==> config.mk <==
export PLATFORM = sky130hd
export DESIGN_NAME = owo_ctrl
export DESIGN_NICKNAME = d
export VERILOG_FILES = /design/src/sv/owo_pkg.sv /design/src/sv/owo_ctrl.sv
export SDC_FILE = /design/constraint.sdc
export NUM_CORES = 1
export LEC_CHECK = 0
export BUFFER_PORTS_ARGS = -buffer_cell sky130_fd_sc_hd__clkbuf_2
export CORE_MARGIN = 4
export CORE_UTILIZATION = 45
export CTS_BUF_LIST = sky130_fd_sc_hd__clkbuf_16
export DETAILED_ROUTE_END_ITERATION = 8
export PLACE_DENSITY = 0.82
export SYNTH_ARGS = -nofsm -noshare
export SYNTH_HDL_FRONTEND = slang
export SYNTH_SLANG_ARGS = --single-unit
export TNS_END_PERCENT = 100
==> constraint.sdc <==
create_clock -name clk_i -period 2 [get_ports clk_i]
set_clock_uncertainty 0.2 [all_clocks]
set_input_delay 0.4 -clock clk_i [delete_from_list [all_inputs] [get_ports clk_i]]
set_output_delay 0.4 -clock clk_i [all_outputs]
set_load 0.05 [all_outputs]
==> src/sv/owo_pkg.sv <==
package owo_pkg;

  localparam int unsigned CordicSteps = 16;
  localparam int unsigned TableLen    = 24;
  localparam int unsigned StepW       = $clog2(TableLen);

  localparam logic signed [33:0] CordicGain = 34'sd652032874;
  localparam logic signed [33:0] PiQ29      = 34'sd1686629713;
  localparam logic signed [33:0] HalfPiQ29  = 34'sd843314857;

  localparam logic [0:0] RegRadius = 1'b0;
  localparam logic [0:0] RegYawGain = 1'b1;

  typedef struct packed {
    logic signed [15:0] heading;
    logic signed [23:0] speed_front_left;
    logic signed [23:0] speed_front_right;
    logic signed [23:0] speed_rear_right;
    logic signed [23:0] speed_rear_left;
    logic        [15:0] time_step;
  } in_item_t;

  typedef struct packed {
    logic signed [31:0] velocity_x;
    logic signed [31:0] velocity_y;
    logic signed [31:0] turn_rate;
    logic signed [47:0] position_x;
    logic signed [47:0] position_y;
    logic signed [31:0] heading_total;
  } out_item_t;

  // datapath commands
  typedef struct packed {
    logic load;      // capture item, set up CORDIC
    logic rot;       // one CORDIC step
    logic mac;       // one multiply step
    logic [3:0] idx; // multiply step select
    logic [StepW-1:0] step;
  } cmd_t;

  function automatic logic signed [33:0] atan_q29(input logic [StepW-1:0] i);
    logic signed [33:0] r;
    case (i)
      5'd0: r = 34'sd421657428;
      5'd1: r = 34'sd248918915;
      5'd2: r = 34'sd131521918;
      5'd3: r = 34'sd66762579;
      5'd4: r = 34'sd33510843;
      5'd5: r = 34'sd16771758;
      5'd6: r = 34'sd8387925;
      5'd7: r = 34'sd4194219;
      5'd8: r = 34'sd2097141;
      5'd9: r = 34'sd1048575;
      default: r = 34'sd1 <<< (5'd29 - i);
    endcase
    return r;
  endfunction

endpackage

==> src/sv/owo_ctrl.sv <==
module owo_ctrl (
  input  logic          clk_i,
  input  logic          rst_ni,
  input  logic          in_valid_i,
  output logic          in_stall_o,
  output logic          out_valid_o,
  input  logic          out_stall_i,
  output owo_pkg::cmd_t cmd_o
);

  typedef enum logic [4:0] {
    S_IDLE = 5'b00001,
    S_ROT  = 5'b00010,
    S_MAC  = 5'b00100,
    S_INT  = 5'b01000,
    S_OUT  = 5'b10000
  } state_e;

  state_e state_q, state_d;
  logic [owo_pkg::StepW-1:0] cnt_q, cnt_d;

  assign in_stall_o = (state_q != S_IDLE);
  assign out_valid_o = (state_q == S_OUT);

  always_comb begin
    state_d = state_q;
    cnt_d = cnt_q;
    cmd_o = '0;
    cmd_o.step = cnt_q;
    unique case (state_q)
      S_IDLE: if (in_valid_i) begin
        cmd_o.load = 1'b1; state_d = S_ROT; cnt_d = '0;
      end
      S_ROT: begin
        cmd_o.rot = 1'b1;
        cnt_d = cnt_q + 1'b1;
        if (cnt_q == owo_pkg::StepW'(owo_pkg::CordicSteps - 1)) begin
          state_d = S_MAC; cnt_d = '0;
        end
      end
      S_MAC: begin
        cmd_o.mac = 1'b1;
        cmd_o.idx = cnt_q[3:0];
        cnt_d = cnt_q + 1'b1;
        if (cnt_q == owo_pkg::StepW'(15)) state_d = S_INT;
      end
      S_INT: begin
        cmd_o.idx = 4'd1;
        state_d = S_OUT;
      end
      S_OUT: if (!out_stall_i) state_d = S_IDLE;
      default: state_d = S_IDLE;
    endcase
  end

  always_ff @(posedge clk_i or negedge rst_ni) begin
    if (!rst_ni) begin
      state_q <= S_IDLE;
      cnt_q <= '0;
    end else begin
      state_q <= state_d;
      cnt_q <= cnt_d;
    end
  end

  a_out_hold: assert property (@(posedge clk_i) disable iff (!rst_ni)
    out_valid_o && out_stall_i |=> out_valid_o) else $error("result dropped");
  a_no_accept_busy: assert property (@(posedge clk_i) disable iff (!rst_ni)
    state_q != S_IDLE |-> in_stall_o) else $error("accept while busy");
  a_int_then_out: assert property (@(posedge clk_i) disable iff (!rst_ni)
    state_q == S_INT |=> state_q == S_OUT) else $error("sequence slip");

endmodule

Word level (Yosys, flattened, before mapping):

Index checks and enable logic that the tools add are counted.

* $add $sub $neg: 1
* eq/ne operators: 11
* multiplexer cells: 13
* reductions and logical operators: 3

Operators by type and width (number)
* 5-bit 2-to-1 mux: 6
* 5-bit case mux with 5 select lines: 1
* 5-bit case mux with 3 select lines: 1
* 5-bit by 4-bit equality test with 1-bit output, second input constant: 2
* 2-bit != test, second input constant: 4
* 4-bit case mux with 2 select lines: 1
* 5-bit by 1-bit adder with 5-bit output, second input constant: 1
* 5-bit by 1-bit equality test with 1-bit output, second input constant: 1
* 5-bit by 2-bit equality test with 1-bit output, second input constant: 1
* 5-bit by 3-bit equality test with 1-bit output, second input constant: 1
* 5-bit equality test, second input constant: 1
* 5-bit by 1-bit != test with 1-bit output, second input constant: 1
* 1-bit 2-to-1 mux: 4
* 4-bit AND reduction: 1
* 3-bit nonzero test: 1
* 2-bit AND reduction: 1

* flip-flop bits (word level): 10
* input bits: 4
* output and inout bits: 14
* word-level logic and storage cells: 30

Depth between registers and ports, before layout:

Gate-level depths: netlist (run 1).

* depth in word-level cells: 3
* depth in mapped cells: 7
* mapped depth without buffers: 7

Least setup slack after synthesis (run 1):

No wires, ideal clock.

* path kind: register -> output
* start point: register state_q[0]
* end point: output port cmd_o[6] (netlist name)
* data arrival time: 1965 ps
* required time: 1400 ps
* setup slack: -565 ps
* cell stages (with the launch flop): 5
* path buffers: 1
* cells stage by stage: dfstp_2 buf_2 or3_1 nor2b_2 and2_1

RTL lines
* start, declared: line owo_ctrl.sv:19 `state_e state_q, state_d;`
* start signal, assigned: line owo_ctrl.sv:61 `state_q <= state_d;`
* end, declared: line owo_ctrl.sv:8 `output owo_pkg::cmd_t cmd_o`

==> results.yml, run 1 <==
die:
  fp.dieH_um: 47.43
  rows: 13
  pin_count: 18
  core_area_um2: 1383
  dieArea_um2: 2249
  die_x_um: 47.43
  initial_core_util_pct: 50.59
worst_setup_path:
  cp.arrival_ps: 1550
  r2r_start: "cnt_q[1]$_DFFE_PN0P_"
  worst_setup_path_start_kind: "register"
  worstPathMaxFanout: 6
  startpoint: "state_q[4]$_DFFE_PN0P_"
  cp_cell_sequence: "or3_4 -> nor2b_4 -> and2_4 -> clkbuf_16"
  end_kind: "output pin"
  worstSetupPathType: "reg2out"
  critPathRequiredTime_ps: 1400
  crit_slowest_cell: "or3_4"
  critPathMaxStageDelay_ps: 410
timing:
  setup-violations-final: 6
  rsz0062_at_grt: "yes"
  fin_crit_ps: 2150
  maxSlewHeadroom_pct: 69.26
  whs_ps: 166.2
  max_freq_mhz: 465.1
  worst_slack_ps: -150.3
  slew_violations: 0
  final_hold_viol_count: 0
  tightestPinTransition_ps: 458.3
  fin_crit_sh_pct: 107.5
detailed_routing:
  vias: 659
  wl_met2_um: 999
  drtAntennaViolNets: 0
  drcViolationCount: 0
  met3_wirelength_um: 100
  wl_met1_um: 840
  drt_wl_total_um: 1957
  top_layer: "met4"
  dr.pass1.iters: 4
  routed_via_density: 5.730
  drt_iter0_markers: 7
  wl_per_cell_um: 17.02
final_layout:
  layout.cells.most_common: "buf_4"
  fin_cells: 115
  syn_to_final_growth_pct: 65.65
  num_antenna_cells: 0
  layout_common_cells: "buf_4 (13), clkbuf_2 (8), clkbuf_16 (7), dfrtp_1 (7)"
  layout.nets: 108
  fin_util_pct: 83.80
  drive_gt1_share_pct: 57.00
synthesis:
  syn_inst: 69
  ys_types: 36
  ys_warn_count: 0
  yosysTopAreaCellShare_pct: 32.20
  synth_nets: 76
  syn-cell-area_um2: 699.4
  synthArstFlopShare_pct: 100.0
  ys_seq_area_share_pct: 35.96
  synth_ff_type: "dfrtp_1"
  synth_largest_area_cell: "dfrtp_1"
  syn_area_per_cell_um2: 10.14
  yosys_register_bits: 10
  synthTopCellsByArea: "dfrtp_1 (32%), ha_1 (5.4%), a2111oi_4 (3.9%), dfstp_2 (3.8%), and2_1 (3.6%)"
  synth_edf_count: 0
placement:
  hpwlAfterDp_um: 1379
  gp_congestion: 0.8107
  dp_worst_setup_slack_ps: -20.06
  io_buffer_count: 17
  dp_cells: 109
clocking:
  cts-buffers-inserted: 3
  clockBufferDepth: 2
  cts.clk_slew.worst_paths_ps: 40
  htreeDepth: 1
  cts_tree: "yes"
  clock_latency_ps: 240
  cts.sinks: 10
  root_buffer: "clkbuf_16"
job:
  cap_viol_max_count: 0
worst_hold_path:
  hold_path.class: "in2reg"
  min_from: "in_valid_i"
power:
  ir_drop_mv: 0.9493
  pwr_density_cell_nw_per_um2: 1212
  p_leak_nw: 0.5100
global_route:
  grt_first_pass_wirelength_um: 3277
  antenna_found_initial: 0
  grt_pass1_vias: 681
  grt-ovfl-total: 0
  grt_max_degree: 12
  track_usage_pct: 21.63
status:
  violations: "negative setup slack"
  run_status: "complete, but fails checks"
[cell usage after synthesis, types with 2 or more instances]
cell	count
a21oi_1	2
a221o_1	2
a22o_1	2
and2_1	4
and3_1	2
buf_2	2
dfrtp_1	9
ha_1	3
inv_1	4
mux2_2	2
nand2_1	2
nand3_1	2
nor2_1	4
nor2b_1	3
nor3b_1	3
or3_1	2
xnor2_1	2
[sequential cells by signal, summed over array words and instances (netlist names)]
| register | flops |
|---|---|
| state_q | 5 |
| cnt_q | 5 |
[timing repair]
item | CTS | global route
buffers inserted | 0 | 1
setup endpoints to repair | 9 | 14
hold buffers | 1 | 0
pin swaps | 4 | 1
resized for setup | 19 | 14
hold endpoints to repair | 9 | 0
[cell type report]
| class | count | area (µm²) |
|---|---|---|
| Tap cell | 15 | 18.77 |
| Fill cell | 82 | 224.0 |
| Clock buffer | 3 | 75.07 |
| Timing Repair Buffer | 31 | 304.0 |
| Clock inverter | 1 | 3.754 |
| Sequential cell | 10 | 254.0 |
| Inverter | 4 | 15.01 |
| Multi-Input combinational cell | 51 | 488.0 |
[routing by layer]
layer / track usage, % / up-vias
met5: 0 / -
li1: - / 312
met1: 27.97 / 324
met3: 5.639 / 3
met4: 3.315 / 0
met2: 36.90 / 20
[final timing paths]
| check | to | slack (ps) | cells past startpoint |
|---|---|---|---|
| setup / recovery | cmd_o[8] | -150 | 4 |
| hold / removal | state_q[0]$_DFFE_PN1P_ | 170 | 2 |
| setup reg to reg | cnt_q[2]$_DFFE_PN0P_ | -30 | 7 |
| hold reg to reg | cnt_q[4]$_DFFE_PN0P_ | 390 | 1 |
| max in group asynchronous | state_q[0]$_DFFE_PN1P_ | 970 | 2 |
| min in group asynchronous | cnt_q[4]$_DFFE_PN0P_ | 360 | 2 |
[cell families (layout without fill, tap and decap cells)]
kind of cell / Yosys count / after routing / synth area share (%)
flip-flops: 10 / 10 / 35.96
buffers and inverters: 8 / 39 / 6.261
adder cells (fa/ha/maj): 3 / 3 / 5.367
multiplexers: 3 / 3 / 4.651
AO/OA/AOI/OAI: 12 / 12 / 16.82
AND/OR/NAND/NOR: 30 / 30 / 27.19
XOR/XNOR: 3 / 3 / 3.757
[where the power goes]
| group | internal [mW] | switching [mW] | total (mW) |
|---|---|---|---|
| Combinational | 0.311 | 0.437 | 0.749 |
| Sequential | 0.255 | 0.0408 | 0.296 |
| Clock | 0.262 | 0.0968 | 0.359 |
| Total | 0.829 | 0.575 | 1.40 |
[stage by stage]
step	total power [mW]	instance area [µm²]	TNS, ps
finish	1.404	1159	-742.0
global route	1.477	1159	-1130
CTS	1.342	1114	-661.6
detailed placement	0.9646	919.6	-34.28
global placement	0.9422	919.6	0
floorplan	0.8113	767.0	-584.1
[critical path, delay by kind of cell, from the launching register on]
kind / cells / cell delay [ps]
AND/OR/NAND/NOR: 3 / 800
flip-flops: 1 / 360
buffers and inverters: 1 / 150
(Power assumes the default switching activity.)
==> run 2: changes to the inputs <==
SETUP_SLACK_MARGIN = 0.15   (was unset)
==> run 2 against run 1 <==
Effect of this change:
- the flow now stops in global routing
- synthesized cell count did not move
- area after synthesis did not move
==> results.yml, run 2 <==
die:
  initial_core_util_pct: 50.59
  fp.dieH_um: 47.43
  pin_count: 18
  rows: 13
  die_x_um: 47.43
synthesis:
  synth_edf_count: 0
  syn-cell-area_um2: 699.4
  synth_ff_type: "dfrtp_1"
  synthTopCellsByArea: "dfrtp_1 (32%), ha_1 (5.4%), a2111oi_4 (3.9%), dfstp_2 (3.8%), and2_1 (3.6%)"
  synthArstFlopShare_pct: 100.0
  synth_largest_area_cell: "dfrtp_1"
  ys_warn_count: 0
  syn_inst: 69
  synthTopCellsByCount: "dfrtp_1 (9), and2_1 (4), inv_1 (4), nor2_1 (4)"
  syn_area_per_cell_um2: 10.14
  ys_types: 36
  ys_seq_area_share_pct: 35.96
  yosys_register_bits: 10
  yosysMostFrequentCell: "dfrtp_1"
  synth_nets: 76
  yosysTopAreaCellShare_pct: 32.20
clocking:
  cts-buffers-inserted: 3
  root_buffer: "clkbuf_16"
  htreeDepth: 1
  cts.sinks: 10
  clockBufferDepth: 2
global_route:
  grt_max_degree: 12
  antenna_found_initial: 0
placement:
  dp_cells: 110
  gp_congestion: 0.8513
  hpwlAfterDp_um: 1441
  io_buffer_count: 17
timing:
  grt-worst-endpoint: "cmd_o[8]"
  worstEndpointType: "output port"
status:
  run_status: "stopped before the end"
  haltStage: "global routing"
  error_line: "[ERROR DPL-0033] detailed placement checks failed during check placement."
-- run 2: cell counts after synthesis --
No cell type changed its count.
-- run 2: kinds of logic after synthesis --
group / Yosys count / share of synthesized area (%)
AOI/OAI and AO/OA: 12 / 16.82
adders and majority gates: 3 / 5.367
muxes: 3 / 4.651
DFF: 10 / 35.96
and+or+nand+nor: 30 / 27.19
buffers and inverters: 8 / 6.261
xor gates and xnor gates: 3 / 3.757
-- run 2: through the flow --
stage          setup slack (ps)  cell area (µm²)
2_1_floorplan            -144.4            768.2
3_3_place_gp              43.09            943.4
3_5_place_dp             -31.97            943.4
4_1_cts                  -106.3             1280
-- run 2: what timing repair did --
item                                    4_1_cts
buffers inserted                             10
endpoints found under the hold margin         9
hold buffers                                  1
pin swaps                                     8
resized for setup                            36
cloned                                        0
endpoints found under the setup margin       13
==> run 3: changes to the inputs <==
CORE_AREA = 4 4 65 67   (was unset)
CORE_MARGIN = unset   (was 4)
CORE_UTILIZATION = unset   (was 45)
CTS_BUF_LIST = unset   (was sky130_fd_sc_hd__clkbuf_16)
DIE_AREA = 0 0 69 71   (was unset)
PLACE_DENSITY = unset   (was 0.82)
PLACE_DENSITY_LB_ADDON = 0.15   (was unset)
SETUP_SLACK_MARGIN = unset   (was 0.15)
clock period = 2.6 ns   (was 2 ns; I/O delays follow)
==> run 3 against run 2 <==
Effect of this change:
- the run now ends clean
==> results.yml, run 3 (synthesis results as in run 1) <==
status:
  run_status: "finished, final reports clean"
clocking:
  htreeDepth: 1
  post-cts-setup-buffers: 0
  cts.clk_slew.worst_paths_ps: 50
  root_buffer: "clkbuf_8"
  cts_tree: "yes"
  cts-buffers-inserted: 3
  clockBufferDepth: 2
  cts.sinks: 10
  clock_latency_ps: 240
timing:
  tightestPinTransition_ps: 440.8
  max_freq_mhz: 402.5
  slew_violations: 0
  whs_ps: 258.4
  maxSlewHeadroom_pct: 70.39
  final_hold_viol_count: 0
  fin_crit_ps: 2484
  setup-violations-final: 0
  rsz0062_at_grt: "no"
  fin_crit_sh_pct: 95.55
  fin_setup_tns_ps: 0
global_route:
  track_usage_pct: 7.998
  grt_max_degree: 12
  antenna_found_initial: 0
  grt_pass1_vias: 628
  grt_first_pass_wirelength_um: 3153
  grt-ovfl-total: 0
placement:
  gp_congestion: 0.6999
  hpwlAfterDp_um: 1369
  io_buffer_count: 17
die:
  rows: 22
  dieArea_um2: 4899
  die_x_um: 69
  initial_core_util_pct: 19.25
  fp.dieH_um: 71
  core_area_um2: 3633
  pin_count: 18
power:
  power.switching_mw: 0.3924
  p_sw_share_pct: 44.78
  p_comb_share_pct: 50.1
  clkPwrFrac_pct: 22.9
  ir_drop_mv: 0.3263
  power_mw: 0.8761
  pwr_density_cell_nw_per_um2: 956.6
  p_leak_nw: 0.4076
  seqPwrFrac_pct: 27.1
  p_int_mw: 0.4838
worst_hold_path:
  whs_path_depth: 2
  hold-path-endpoint: "state_q[0]$_DFFE_PN1P_"
  hold_path.class: "in2reg"
  min_from: "in_valid_i"
detailed_routing:
  routed_via_density: 4.326
  wl_per_cell_um: 12.94
  drt_iter0_markers: 27
  drt_wl_total_um: 1786
  dr.pass1.iters: 4
  drtAntennaViolNets: 0
  vias: 597
  drcViolationCount: 0
final_layout:
  layout.nets: 98
  drive_gt1_share_pct: 34.44
  num_antenna_cells: 0
  layout_common_cells: "clkbuf_2 (14), dfrtp_1 (9)"
  top_regs: "cnt_q x5, state_q x5"
  syn_to_final_growth_pct: 30.95
  layout.cells.most_common: "clkbuf_2"
worst_setup_path:
  ff2ff_setup_slack_ps: 400
  reg2reg_to: "cnt_q[0]$_DFFE_PN0P_"
  r2r_start: "cnt_q[1]$_DFFE_PN0P_"
  worstSetupPathType: "reg2out"
  worst_setup_path_start_kind: "register"
  worstPathMaxFanout: 7
  cp.arrival_ps: 1760
  critPathRequiredTime_ps: 1880
  end_kind: "output pin"
  ff2ff_path_depth: 7
job:
  cap_viol_max_count: 0
-- run 3: worst max-delay path, stage by stage (launching register included) --
cell,delay (ps)
dfrtp_1,430
or3_1,490
nor2b_4,230
and2_1,150
clkbuf_4,220
-- run 3: layer usage --
| layer | part of all wire, % | up-vias | global-route usage (%) |
|---|---|---|---|
| met5 | 0 | - | 0 |
| met4 | 0.78 | 0 | 1.952 |
| met3 | 6.6 | 4 | 3.125 |
| met2 | 42 | 18 | 11.86 |
| met1 | 50 | 282 | 10.87 |
| li1 | - | 293 | - |
-- run 3: worst max-delay path by stage --
stage	slack, ps	to	startpoint	depth (start not counted)
6_report	120	cmd_o[8]	state_q[4]$_DFFE_PN0P_	4
5_1_grt	0.5	cmd_o[8]	state_q[4]$_DFFE_PN0P_	4
4_1_cts	50	cmd_o[8]	state_q[4]$_DFFE_PN0P_	4
3_5_place_dp	310	cmd_o[8]	state_q[4]$_DFFE_PN0P_	4
3_3_place_gp	290	cmd_o[6]	state_q[4]$_DFFE_PN0P_	4
2_1_floorplan	110	cmd_o[6]	state_q[0]$_DFFE_PN1P_	4
-- run 3: area by class of cell --
type,instances,area [µm²]
repair buffers,21,125.1
fillers,417,2718
inverters,4,15.01
multi-input cells,51,409.1
well taps,48,60.06
flip-flops and latches,10,251.5
clock buffers,4,55.05
-- run 3: power groups by stage --
stage | logic (mW) | registers [mW] | clock network (mW)
2_1_floorplan | 0.295 | 0.273 | 0
3_3_place_gp | 0.443 | 0.240 | 0
3_5_place_dp | 0.443 | 0.242 | 0
4_1_cts | 0.446 | 0.239 | 0.207
5_1_grt | 0.477 | 0.246 | 0.217
6_report | 0.439 | 0.237 | 0.200
-- run 3: what timing repair did --
action / CTS / global route
hold buffers: 1 / 0
endpoints found under the hold margin: 9 / 0
resized for setup: 0 / 6
setup endpoints to repair: 0 / 3
-- run 3: metrics by stage --
step	util, %	worst slack (ps)	std cells	area [µm²]
final	25.21	115.8	138	915.9
after global routing	25.21	0.5271	138	915.9
after CTS	25.00	46.31	138	908.4
after detailed placement	23.21	308.7	133	843.3
after global placement	23.21	292.1	133	843.3
after floorplan	-	112.8	69	704.4
==> run 4: changes to the inputs <==
clock period = 2.8 ns   (was 2.6 ns; I/O delays follow)
==> run 4 against run 3 <==
Effect of this change:
- first-iteration DRC count increased to 3.3 times the previous value
- cell count did not move
- critical path depth stayed put
- sequential share of layout area up 0.69 points
- die area stayed put
- sequential power is 4% lower
- hold slack gained 48 ps
- final area shrank 2.5%
- flip-flop and latch count did not move
- critical path type unchanged
- non-clock buffer count unchanged
- power down 12%
- largest cell class unchanged
==> results.yml, run 4 (synthesis results as in run 1) <==
status:
  run_status: "finished, final reports clean"
final_layout:
  multiInputGateArea_um2: 404.1
  regArea_um2: 251.5
  layout_common_cells: "clkbuf_2 (17), dfrtp_1 (9), inv_1 (4), and2_1 (4), nor2_1 (4)"
  drive_gt1_share_pct: 33.33
  top_regs: "cnt_q x5, state_q x5"
  fin_cells: 138
  syn_to_final_growth_pct: 27.73
  layout.cells.most_common: "clkbuf_2"
  num_antenna_cells: 0
  fillers: 414
  layout.nets: 98
worst_setup_path:
  startpoint: "state_q[0]$_DFFE_PN1P_"
  worstPathMaxFanout: 10
  critPathRequiredTime_ps: 2040
  cp.arrival_ps: 1820
  end_kind: "output pin"
  ff2ff_setup_slack_ps: 530
  ff2ff_path_depth: 7
  reg2reg_to: "cnt_q[0]$_DFFE_PN0P_"
  crit_end: "cmd_o[8]"
  worst_setup_path_start_kind: "register"
  worstSetupPathType: "reg2out"
  r2r_start: "cnt_q[0]$_DFFE_PN0P_"
detailed_routing:
  drcViolationCount: 0
  drt_iter0_markers: 88
  wl_per_cell_um: 12.80
  vias: 603
  drtAntennaViolNets: 0
  dr.pass1.iters: 4
  routed_via_density: 4.370
  drt_wl_total_um: 1766
timing:
  maxSlewHeadroom_pct: 73.13
  final_hold_viol_count: 0
  max_freq_mhz: 388.1
  tightestPinTransition_ps: 400.0
  fin_crit_sh_pct: 92.02
  rsz0062_at_grt: "no"
  setup-violations-final: 0
  fin_setup_tns_ps: 0
  fin_crit_ps: 2577
  slew_violations: 0
  whs_ps: 306.6
global_route:
  antenna_found_initial: 0
  grt_pass1_vias: 650
  grt_max_degree: 12
  grt_first_pass_wirelength_um: 3084
  grt-ovfl-total: 0
  track_usage_pct: 7.788
placement:
  gp_congestion: 0.7179
  hpwlAfterDp_um: 1370
  dp_cells: 133
  io_buffer_count: 17
power:
  pwr_density_cell_nw_per_um2: 865.5
  ir_drop_mv: 0.3264
  power_mw: 0.7732
  p_leak_nw: 0.4012
clocking:
  htreeDepth: 1
  root_buffer: "clkbuf_8"
  cts.sinks: 10
  cts-buffers-inserted: 3
  clockBufferDepth: 2
  cts.clk_slew.worst_paths_ps: 50
  clock_latency_ps: 240
  cts_tree: "yes"
die:
  core_area_um2: 3633
  initial_core_util_pct: 19.25
  pin_count: 18
  rows: 22
  die_x_um: 69
  dieArea_um2: 4899
  fp.dieH_um: 71
worst_hold_path:
  whs_path_depth: 2
  hold_path.class: "in2reg"
job:
  cap_viol_max_count: 0
[run 4: layout make-up]
type                       instances  share of cell area, %
multi-input combinational         51                  45.24
sequential                        10                  28.15
clock buffer                       4                  5.042
timing repair buffer              21                  13.17
inverter                           4                  1.681
tap                               48                  6.723
[run 4: stage by stage]
step                util [%]  cell area [µm²]  worst slack (ps)
finish                 24.59            893.4             223.3
global route           24.59            893.4             56.66
CTS                    24.59            893.4             193.3
detailed placement     23.07            838.3             456.5
global placement       23.07            838.3             410.7
floorplan                  -            699.4             75.29
[run 4: worst max-delay path: stages (launching register included)]
cell      delay, ps
dfstp_2         410
or3_1           430
nor2b_2         290
and2_1          170
clkbuf_2        270
[run 4: routing by layer]
metal	wire, µm	part of all wire [%]	up-vias	global-route usage (%)
met2	758	43	19	11.55
met5	0	0	-	0
met1	867	49	291	10.27
met4	16	0.91	0	2.386
li1	-	-	289	-
met3	123	7.0	4	3.267
[run 4: repair_timing]
item	CTS	global route
buffers inserted	0	0
resized for setup	0	0
endpoints found under the hold margin	2	0
hold buffers	1	0
[run 4: power by group]
part           switching (mW)  total, mW  leakage, nW  internal, mW
combinational           0.250      0.387        0.245         0.137
sequential             0.0465      0.227        0.133         0.180
clock                  0.0593      0.159       0.0228        0.0999
total                   0.356      0.773        0.401         0.417
[run 4: how the worst min path moves through the flow]
stage               slack [ps]  startpoint                      to
floorplan                   60      rst_ni    cnt_q[0]$_DFFE_PN0P_
finish                     310  in_valid_i  state_q[0]$_DFFE_PN1P_
CTS                        300  in_valid_i  state_q[0]$_DFFE_PN1P_
global placement           270      rst_ni  state_q[3]$_DFFE_PN0P_
detailed placement         260      rst_ni  state_q[1]$_DFFE_PN0P_
global route               320  in_valid_i  state_q[0]$_DFFE_PN1P_
